[config.mk]
export PLATFORM = sky130hd
export DESIGN_NAME = gsa_ctrl
export DESIGN_NICKNAME = d
export VERILOG_FILES = /design/src/design/gsa_pkg.sv /design/src/design/gsa_ctrl.sv
export SDC_FILE = /design/constraint.sdc
export NUM_CORES = 1
export LEC_CHECK = 0
export BUFFER_PORTS_ARGS = -buffer_cell sky130_fd_sc_hd__buf_2
export CORE_AREA = 4 4 41 43
export CTS_CLUSTER_SIZE = 25
export DETAILED_ROUTE_END_ITERATION = 8
export DIE_AREA = 0 0 45 47
export PLACE_DENSITY = 0.46
export SYNTH_ARGS = -nofsm -noshare
export SYNTH_HDL_FRONTEND = slang
export SYNTH_SLANG_ARGS = --single-unit
[constraint.sdc]
create_clock -name aclk -period 3 [get_ports aclk]
set_input_delay 0.6 -clock aclk [delete_from_list [all_inputs] [get_ports aclk]]
set_output_delay 0.6 -clock aclk [all_outputs]
set_load 0.02 [all_outputs]
[src/design/gsa_pkg.sv]
package gsa_pkg;

    localparam int SLOTS    = 1024;
    localparam int GEN_BITS = 12;

    localparam int IDX_W = $clog2(SLOTS);
    localparam int CNT_W = $clog2(SLOTS + 1);

    localparam int MODE_W   = 2;
    localparam int IN_IDX_W = 10;
    localparam int IN_GEN_W = 12;
    localparam int STATUS_W = 2;
    localparam int LIVE_W   = 11;
    localparam int CMP_W    = (GEN_BITS > IN_GEN_W) ? GEN_BITS : IN_GEN_W;

    localparam logic [MODE_W-1:0] MODE_CREATE  = 2'd0;
    localparam logic [MODE_W-1:0] MODE_DESTROY = 2'd1;
    localparam logic [MODE_W-1:0] MODE_QUERY   = 2'd2;

    localparam logic [STATUS_W-1:0] ST_OK      = 2'd0;
    localparam logic [STATUS_W-1:0] ST_INVALID = 2'd1;
    localparam logic [STATUS_W-1:0] ST_FULL    = 2'd2;

    typedef struct packed {
        logic load;
        logic rd_tables;
        logic rd_slot;
        logic commit;
    } gsa_cmd_t;

    typedef struct packed {
        logic out_free;
    } gsa_stat_t;

endpackage

[src/design/gsa_ctrl.sv]
module gsa_ctrl
    import gsa_pkg::*;
(
    input  logic      aclk,
    input  logic      aresetn,
    input  logic      s_valid,
    output logic      s_ready,
    input  gsa_stat_t stat,
    output gsa_cmd_t  cmd
);

    typedef enum logic [1:0] {
        ST_IDLE,
        ST_READ_TABLES,
        ST_READ_SLOT,
        ST_EXEC
    } state_t;

    state_t state_reg;
    logic   ready_reg;

    always_ff @(posedge aclk) begin
        if (!aresetn) begin
            state_reg <= ST_IDLE;
            ready_reg <= 1'b0;
        end else begin
            case (state_reg)
                ST_IDLE: begin
                    if (s_valid && ready_reg) begin
                        state_reg <= ST_READ_TABLES;
                        ready_reg <= 1'b0;
                    end else begin
                        ready_reg <= 1'b1;
                    end
                end
                ST_READ_TABLES: begin
                    state_reg <= ST_READ_SLOT;
                end
                ST_READ_SLOT: begin
                    state_reg <= ST_EXEC;
                end
                ST_EXEC: begin
                    if (stat.out_free) begin
                        state_reg <= ST_IDLE;
                        ready_reg <= 1'b1;
                    end
                end
                default: begin
                    state_reg <= ST_IDLE;
                    ready_reg <= 1'b0;
                end
            endcase
        end
    end

    assign s_ready = ready_reg;

    always_comb begin
        cmd.load      = (state_reg == ST_IDLE) && s_valid && ready_reg;
        cmd.rd_tables = (state_reg == ST_READ_TABLES);
        cmd.rd_slot   = (state_reg == ST_READ_SLOT);
        cmd.commit    = (state_reg == ST_EXEC) && stat.out_free;
    end

endmodule

# After elaboration in Yosys (flattened, before gate mapping)
# Index checks and enable logic that the tools add are counted.
classes:
  eq_ne: 5
  n_mux: 6
  n_reduce_logical: 8
op_table:
  columns: ["operator", "n"]
  rows:
  - ["$pmux 2 s4", 1]
  - ["$eq 2x2->1 const B", 2]
  - ["$logic_and 1x1->1", 4]
  - ["$mux 2", 2]
  - ["$ne 2x2->1 const B", 2]
  - ["$reduce_and 2->1", 2]
  - ["$eq 2x1->1 const B", 1]
  - ["$logic_not 2->1", 1]
  - ["$mux 1", 2]
  - ["$pmux 1 s2", 1]
  - ["$reduce_bool 2->1", 1]
word_totals:
  output_inout_bits: 5
  reg_bits: 3
  inputBits: 4

# Longest topological paths before layout
# Gate-level depths: netlist of run 1.
logic_depth:
  depth_word: 3
  mapped_depth: 5
  ltp_nobuf: 5

# Worst setup path before layout of run 1
# Ideal clock, no wire load.
synth_path:
  kind: "register to output"
  from: "reg state_reg[0]"
  to: "out cmd[3] (netlist name)"
  required_ns: 2.400
  stages_incl_launch_ff: 5
  path_buffers: 0
  slack_ns: 1.542
  arrival_time_ns: 0.858
  cell_sequence: "dfxtp_1 -> inv_1 -> ha_1 -> nand3_1 -> inv_1"
synth_lines:
  columns: ["element", "line", "source"]
  rows:
  - ["start, declared", "gsa_ctrl.sv:19", "state_t state_reg;"]
  - ["start signal, assigned", "gsa_ctrl.sv:24", "state_reg <= ST_IDLE;"]
  - ["start signal, assigned", "gsa_ctrl.sv:30", "state_reg <= ST_READ_TABLES;"]
  - ["start signal, assigned", "gsa_ctrl.sv:37", "state_reg <= ST_READ_SLOT;"]
  - ["end, declared", "gsa_ctrl.sv:9", "output gsa_cmd_t cmd"]

==> results of run 1 <==
## power breakdown
part           leakage [nW]  total (W)  switching (W)  internal, W
Combinational         0.109   0.000135      0.0000767    0.0000579
Clock                0.0150  0.0000703      0.0000205    0.0000498
Sequential           0.0248  0.0000719      0.0000156    0.0000563
Total                 0.149   0.000277       0.000113     0.000164
## stage by stage
stage	hold slack (ns)	std cells	worst slack (ns)
after floorplan	0.468	23	1.54
after global placement	0.500	46	1.36
after detailed placement	0.507	46	1.35
after CTS	0.512	50	1.14
after global routing	0.545	50	1.03
final	0.504	50	1.16
## routing by layer
metal  routed length (um)  share of wire
met1                  233           0.55
met2                  108           0.25
met3                   83           0.19
met4                    0              0
met5                    0              0
## cells by family after synthesis
kind of cell               Yosys count  share of synthesized area
buffers and inverters                3                     0.0529
and+or+nand+nor                      8                      0.212
AOI/OAI and AO/OA                    4                      0.171
DFF                                  3                      0.282
adders and majority gates            4                      0.235
muxes                                1                     0.0471
## final timing paths
check / slack, ns / depth (start not counted) / to
worst max-delay path: 1.16 / 5 / cmd[3]
worst min-delay path: 0.50 / 2 / state_reg[1]
worst max register to register: 1.79 / 4 / state_reg[0]
worst min register to register: 0.50 / 2 / state_reg[1]
## cell usage in the layout (no fill, tap or decap)
cell type and count:
a21oi_2 1, and2_2 1, buf_2 8, clkbuf_1 1, clkbuf_4 3, dfxtp_1 3, ha_1 4, inv_1 3
mux2i_1 1, nand2_1 3, nand3_1 1, nor2_1 2, nor2b_4 1, o21a_1 1, o221a_1 1, o31a_1 1
## final cells by class
cell class	count	area [um2]	area share
well taps	15	18.8	0.0630
inverters	3	11.3	0.0378
flip-flops and latches	3	60.1	0.202
clock buffers	4	26.3	0.0882
repair buffers	8	40.0	0.134
multi-input cells	17	141	0.475
## worst min-delay path, delay by kind of cell (launching register included)
kind	cells	cell delay, ns
and+or+nand+nor	1	0.07
muxes	1	0.05
DFF	1	0.33
==> key figures, run 1 <==
Run status
  • Status: completed

Clock tree
  • Cts hold-fix bufs: 0
  • Post-CTS setup buffers: 0
  • Insertion delay to the later sink of the worst-skew pair: 0.23 ns
  • Clock slew at reported path FFs: 0.04 ns
  • CTS tree: done
  • Cts bufs inserted: 3
  • Clk sink count: 3
  • CTS Root Buffer Type: clkbuf_4
  • H-tree depth: 1
  • Post-CTS Resized: 0
  • Max clock buf depth: 2

Detailed routing
  • 1st-pass router iterations: 4
  • Initial drt markers: 14
  • Post-route ant nets: 0
  • Routed len/inst: 8.52 um
  • DRC Markers: 0
  • DR vias/cell: 3.62
  • Via count: 181
  • DRT Wirelength: 426 um

Finish
  • Fillers: 158
  • # diodes: 0
  • Layout net count: 44
  • Post-Layout Inst Area: 298 um2
  • Largest register FFs: 2
  • Layout cells sized above 1: 0.400
  • P&R area growth vs syn: 40.0%
  • Core utilization of the finished layout: 0.229

Global route
  • Total gr overflow: 0
  • Vias in the first global route: 176
  • Initial antenna violation count: 0
  • Largest net degree at the start of global routing: 5
  • All-layer global routing usage: 0.0576
  • First-pass GRT wire length: 759 um
  • M3 GR Usage: 0.0728
  • M2 GR Usage: 0.0537
  • Met1 Use GR: 0.0726
  • GRT busiest layer: met3

Worst hold path
  • Hold Path Origin: state_reg[1]
  • Hold WC Path Type: reg -> reg

Pwr
  • Power per standard cell area: 929 mW/mm2
  • Tot Pwr: 0.000277 W
  • Static leakage: 0.149 nW
  • Peak VDD IR: 0.000265 V

Critical path
  • Max stage delay cell, worst path: dfxtp_1
  • CP Cell Sequence: inv_1 > ha_1 > nand3_1 > inv_1 > buf_2
  • Critical Path Source Type: flip-flop
  • Buf+Inv Stages, Crit Path: 3
  • CP peak stage delay: 0.37 ns
  • CP top delay family: flip-flops
  • Required time of the critical path: 2.40 ns
  • Critical path arrival: 1.24 ns
  • Reg2Reg Launch Point: state_reg[0]
  • Crit-path most repeated cell: inv_1
  • Crit Path Max Fanout: 4
  • Critical Path Sink Type: output port
  • Worst Setup SP: state_reg[0]
  • Crit Path Class: reg -> out

STA
  • Setup total negative slack: 0 ns
  • Maximum clock rate: 543 MHz
  • Relative slew slack: 0.892
  • Slew Limit Fails: 0
  • Worst Max-Slew Pin Slew: 0.162 ns
  • RSZ-0062 raised after global routing: no
  • Setup violations, final: 0
  • Final hold violations: 0
  • Final Cycle Share: 0.614
  • Min Tclk post-route: 1.84 ns
  • Worst clock skew: 0.000460 ns

Logic synthesis
  • EDFF count, synth: 0
  • Synth warn: 0
  • Most frequent cells after synthesis: ha_1 (4), dfxtp_1 (3), inv_1 (3), nand2_1 (3), nor2_1 (2)
  • Largest cells by area after synthesis: dfxtp_1 (28%), ha_1 (24%), nor2b_4 (6.5%)
  • Post-synth top area cell: dfxtp_1
  • Sequential area share after synthesis: 0.282
  • Mapped Nets: 31
  • Most common cell in the synthesized netlist: ha_1
  • Distinct cell type count after synthesis: 13
  • Top cell type's share of synthesized area: 0.282
  • Asr flop ratio synth: 0
  • Avg Synthesized Cell Area: 9.25 um2
  • Ys flop type: dfxtp_1
  • Yosys reg bits: 3
  • Mapped Area: 213 um2
  • Synthesized instance count: 23

Flow run
  • Max-Cap Viols: 0

Floorplanning
  • Core box area: 0.00130 mm2
  • Die area: 0.00212 mm2
  • Die span in y: 47 um
  • Die width: 45 um
  • Initial core utilization: 0.163
  • FP Rows: 13
  • I/O pins: 9

Placed design
  • Port bufs: 8
  • RePlAce Congestion: 0.641
  • Placed inst area: 272 um2
Power figures use the tool's default switching activity.
==> run 2, diff against run 1 <==
==> constraint.sdc (replaced) <==
create_clock -name aclk -period 1.9 [get_ports aclk]
set_input_delay 0.38 -clock aclk [delete_from_list [all_inputs] [get_ports aclk]]
set_output_delay 0.38 -clock aclk [all_outputs]
set_load 0.02 [all_outputs]
==> run 2 against run 1 <==
Combinational power up 56%. Design area unchanged. Via count up 6.6%. Sequential cell count unchanged. Count of clock-buffer cells in the layout unchanged. Power up 58%. Global-route usage down 0.55 points. Utilization unchanged. First-iteration DRC count down 43%. Routed wire length up 1.4%.
==> key figures, run 2 (synthesis gave the netlist of run 1 again) <==
Pwr
  • Static leakage: 0.149 nW (unchanged)
  • Power per standard cell area: 1470 mW/mm2 (+58%)
  • Peak VDD IR: 0.000452 V (+71%)

Detailed routing
  • DR vias/cell: 3.86 (+6.6%)
  • Initial drt markers: 8 (-6)
  • DRC Markers: 0 (unchanged)
  • Routed len/inst: 8.64 um (+1.4%)
  • Post-route ant nets: 0 (unchanged)
  • 1st-pass router iterations: 2 (-2)
  • DRT Wirelength: 432 um (+1.4%)
  • Via count: 193 (+6.6%)

Finish
  • Commonest non-fill, non-tap cell in the layout: buf_2
  • P&R area growth vs syn: 40.0% (unchanged)
  • Reg area: 60.1 um2 (unchanged)
  • Layout net count: 44 (unchanged)
  • Most frequent cells in the layout: buf_2 (8), ha_1 (4)
  • Layout cells sized above 1: 0.400 (unchanged)
  • Fillers: 153 (-3.2%)
  • Post-Layout Inst Area: 298 um2 (unchanged)
  • # diodes: 0 (unchanged)
  • Largest register FFs: 2 (unchanged)
  • Multi-input gate area: 141 um2 (unchanged)

STA
  • Setup violations, final: 0 (unchanged)
  • Relative slew slack: 0.891 (-0.00119)
  • Final Cycle Share: 0.861
  • RSZ-0062 raised after global routing: no
  • Min Tclk post-route: 1.64 ns
  • Setup total negative slack: 0 ns (unchanged)
  • Worst Max-Slew Pin Slew: 0.164 ns (+0.00178 ns)
  • Slew Limit Fails: 0 (unchanged)
  • Maximum clock rate: 612 MHz
  • Final hold violations: 0 (unchanged)
  • Worst clock skew: 0.00184 ns (+0.00138 ns)

Clock tree
  • Insertion delay to the later sink of the worst-skew pair: 0.23 ns (about the same)
  • Cts hold-fix bufs: 0 (unchanged)
  • Cts bufs inserted: 3 (unchanged)
  • H-tree depth: 1 (unchanged)
  • Max clock buf depth: 2 (unchanged)
  • CTS Root Buffer Type: clkbuf_4
  • Post-CTS setup buffers: 0 (unchanged)
  • Post-CTS Resized: 0 (unchanged)
  • CTS tree: done
  • Clk sink count: 3 (unchanged)
  • Clock slew at reported path FFs: 0.04 ns (about the same)

Critical path
  • Max stage delay cell, worst path: dfxtp_1
  • Critical Path Source Type: flip-flop
  • Required time of the critical path: 1.52 ns (-0.88 ns)
  • Crit-path most repeated cell: inv_1
  • Critical Path End: cmd[3]
  • R2r setup slk: 0.68 ns (-1.11 ns)
  • Critical path depth: 5 (unchanged)
  • Crit Path Class: reg -> out
  • R2R cell count: 4 (unchanged)
  • Reg2Reg Launch Point: state_reg[0]
  • Worst Setup SP: state_reg[0]
  • CP Cell Sequence: inv_1 > ha_1 > nand3_1 > inv_1 > buf_2
  • Crit Path Max Fanout: 4 (unchanged)
  • Buf+Inv Stages, Crit Path: 3 (unchanged)
  • CP peak stage delay: 0.38 ns (about the same)
  • CP top delay family: flip-flops
  • Crit Reg-Reg Endpoint: state_reg[0]
  • Critical path arrival: 1.26 ns (+0.02 ns)
  • Critical Path Sink Type: output port

Placed design
  • Port bufs: 8 (unchanged)
  • Placed inst area: 272 um2 (unchanged)
  • RePlAce Congestion: 0.636 (-0.64%)

Floorplanning
  • Die area: 0.00212 mm2 (unchanged)
  • Die width: 45 um (unchanged)
  • Core box area: 0.00130 mm2 (unchanged)
  • Initial core utilization: 0.163 (unchanged)
  • I/O pins: 9 (unchanged)
  • FP Rows: 13 (unchanged)
  • Die span in y: 47 um (unchanged)

Global route
  • Total gr overflow: 0 (unchanged)
  • First-pass GRT wire length: 717 um (-5.5%)
  • All-layer global routing usage: 0.0521 (-0.00552)
  • Initial antenna violation count: 0 (unchanged)
  • Vias in the first global route: 181 (+2.8%)
  • Largest net degree at the start of global routing: 5 (unchanged)

Flow run
  • Max-Cap Viols: 0 (unchanged)

Worst hold path
  • Hold WC Path Type: in -> reg

Run status
  • Status: completed
run 2: cell counts in the layout (fill, tap and decap cells not counted):
No cell type changed its count.
run 2: routing by layer:
| layer | up-vias | global-route usage | part of all wire |
|---|---|---|---|
| met2 | 11 | 0.0593 | 0.32 |
| met1 | 80 | 0.0612 | 0.51 |
| met3 | 0 | 0.0575 | 0.16 |
| met4 | 0 | 0.0175 | 0 |
| li1 | 102 | - | - |
| met5 | - | 0 | 0 |
run 2: cell type report:
class / count / area share
repair buffers: 8 / 0.134
well taps: 15 / 0.0630
flip-flops and latches: 3 / 0.202
multi-input cells: 17 / 0.475
inverters: 3 / 0.0378
clock buffers: 4 / 0.0882
run 2: stage by stage:
| step | total power (W) | util | worst slack, ns | hold WS, ns | instances |
|---|---|---|---|---|---|
| after floorplan | 0.000278 | - | 0.662 | 0.468 | 23 |
| after global placement | 0.000331 | 0.209 | 0.504 | 0.497 | 46 |
| after detailed placement | 0.000329 | 0.209 | 0.497 | 0.497 | 46 |
| after CTS | 0.000448 | 0.229 | 0.247 | 0.427 | 50 |
| after global routing | 0.000481 | 0.229 | 0.171 | 0.439 | 50 |
| final | 0.000437 | 0.229 | 0.265 | 0.437 | 50 |
run 2: worst register-to-register path, stage by stage (launching register included):
cell and delay, ns:
dfxtp_1 0.38, inv_1 0.08, ha_1 0.25, o31a_1 0.31
o21a_1 0.10
run 2: worst min path at each step:
stage | from | end | slack, ns | depth (start not counted)
floorplan | state_reg[1] | state_reg[1] | 0.47 | 2
global placement | state_reg[1] | state_reg[1] | 0.50 | 2
detailed placement | state_reg[1] | state_reg[1] | 0.50 | 2
CTS | aresetn | state_reg[1] | 0.43 | 3
global route | aresetn | s_ready | 0.44 | 2
finish | aresetn | state_reg[1] | 0.44 | 3
run 2: report_power, final:
group / internal [W] / total [W] / switching (W)
clock network: 0.0000786 / 0.000111 / 0.0000321
logic: 0.0000911 / 0.000211 / 0.000120
registers: 0.0000889 / 0.000115 / 0.0000263
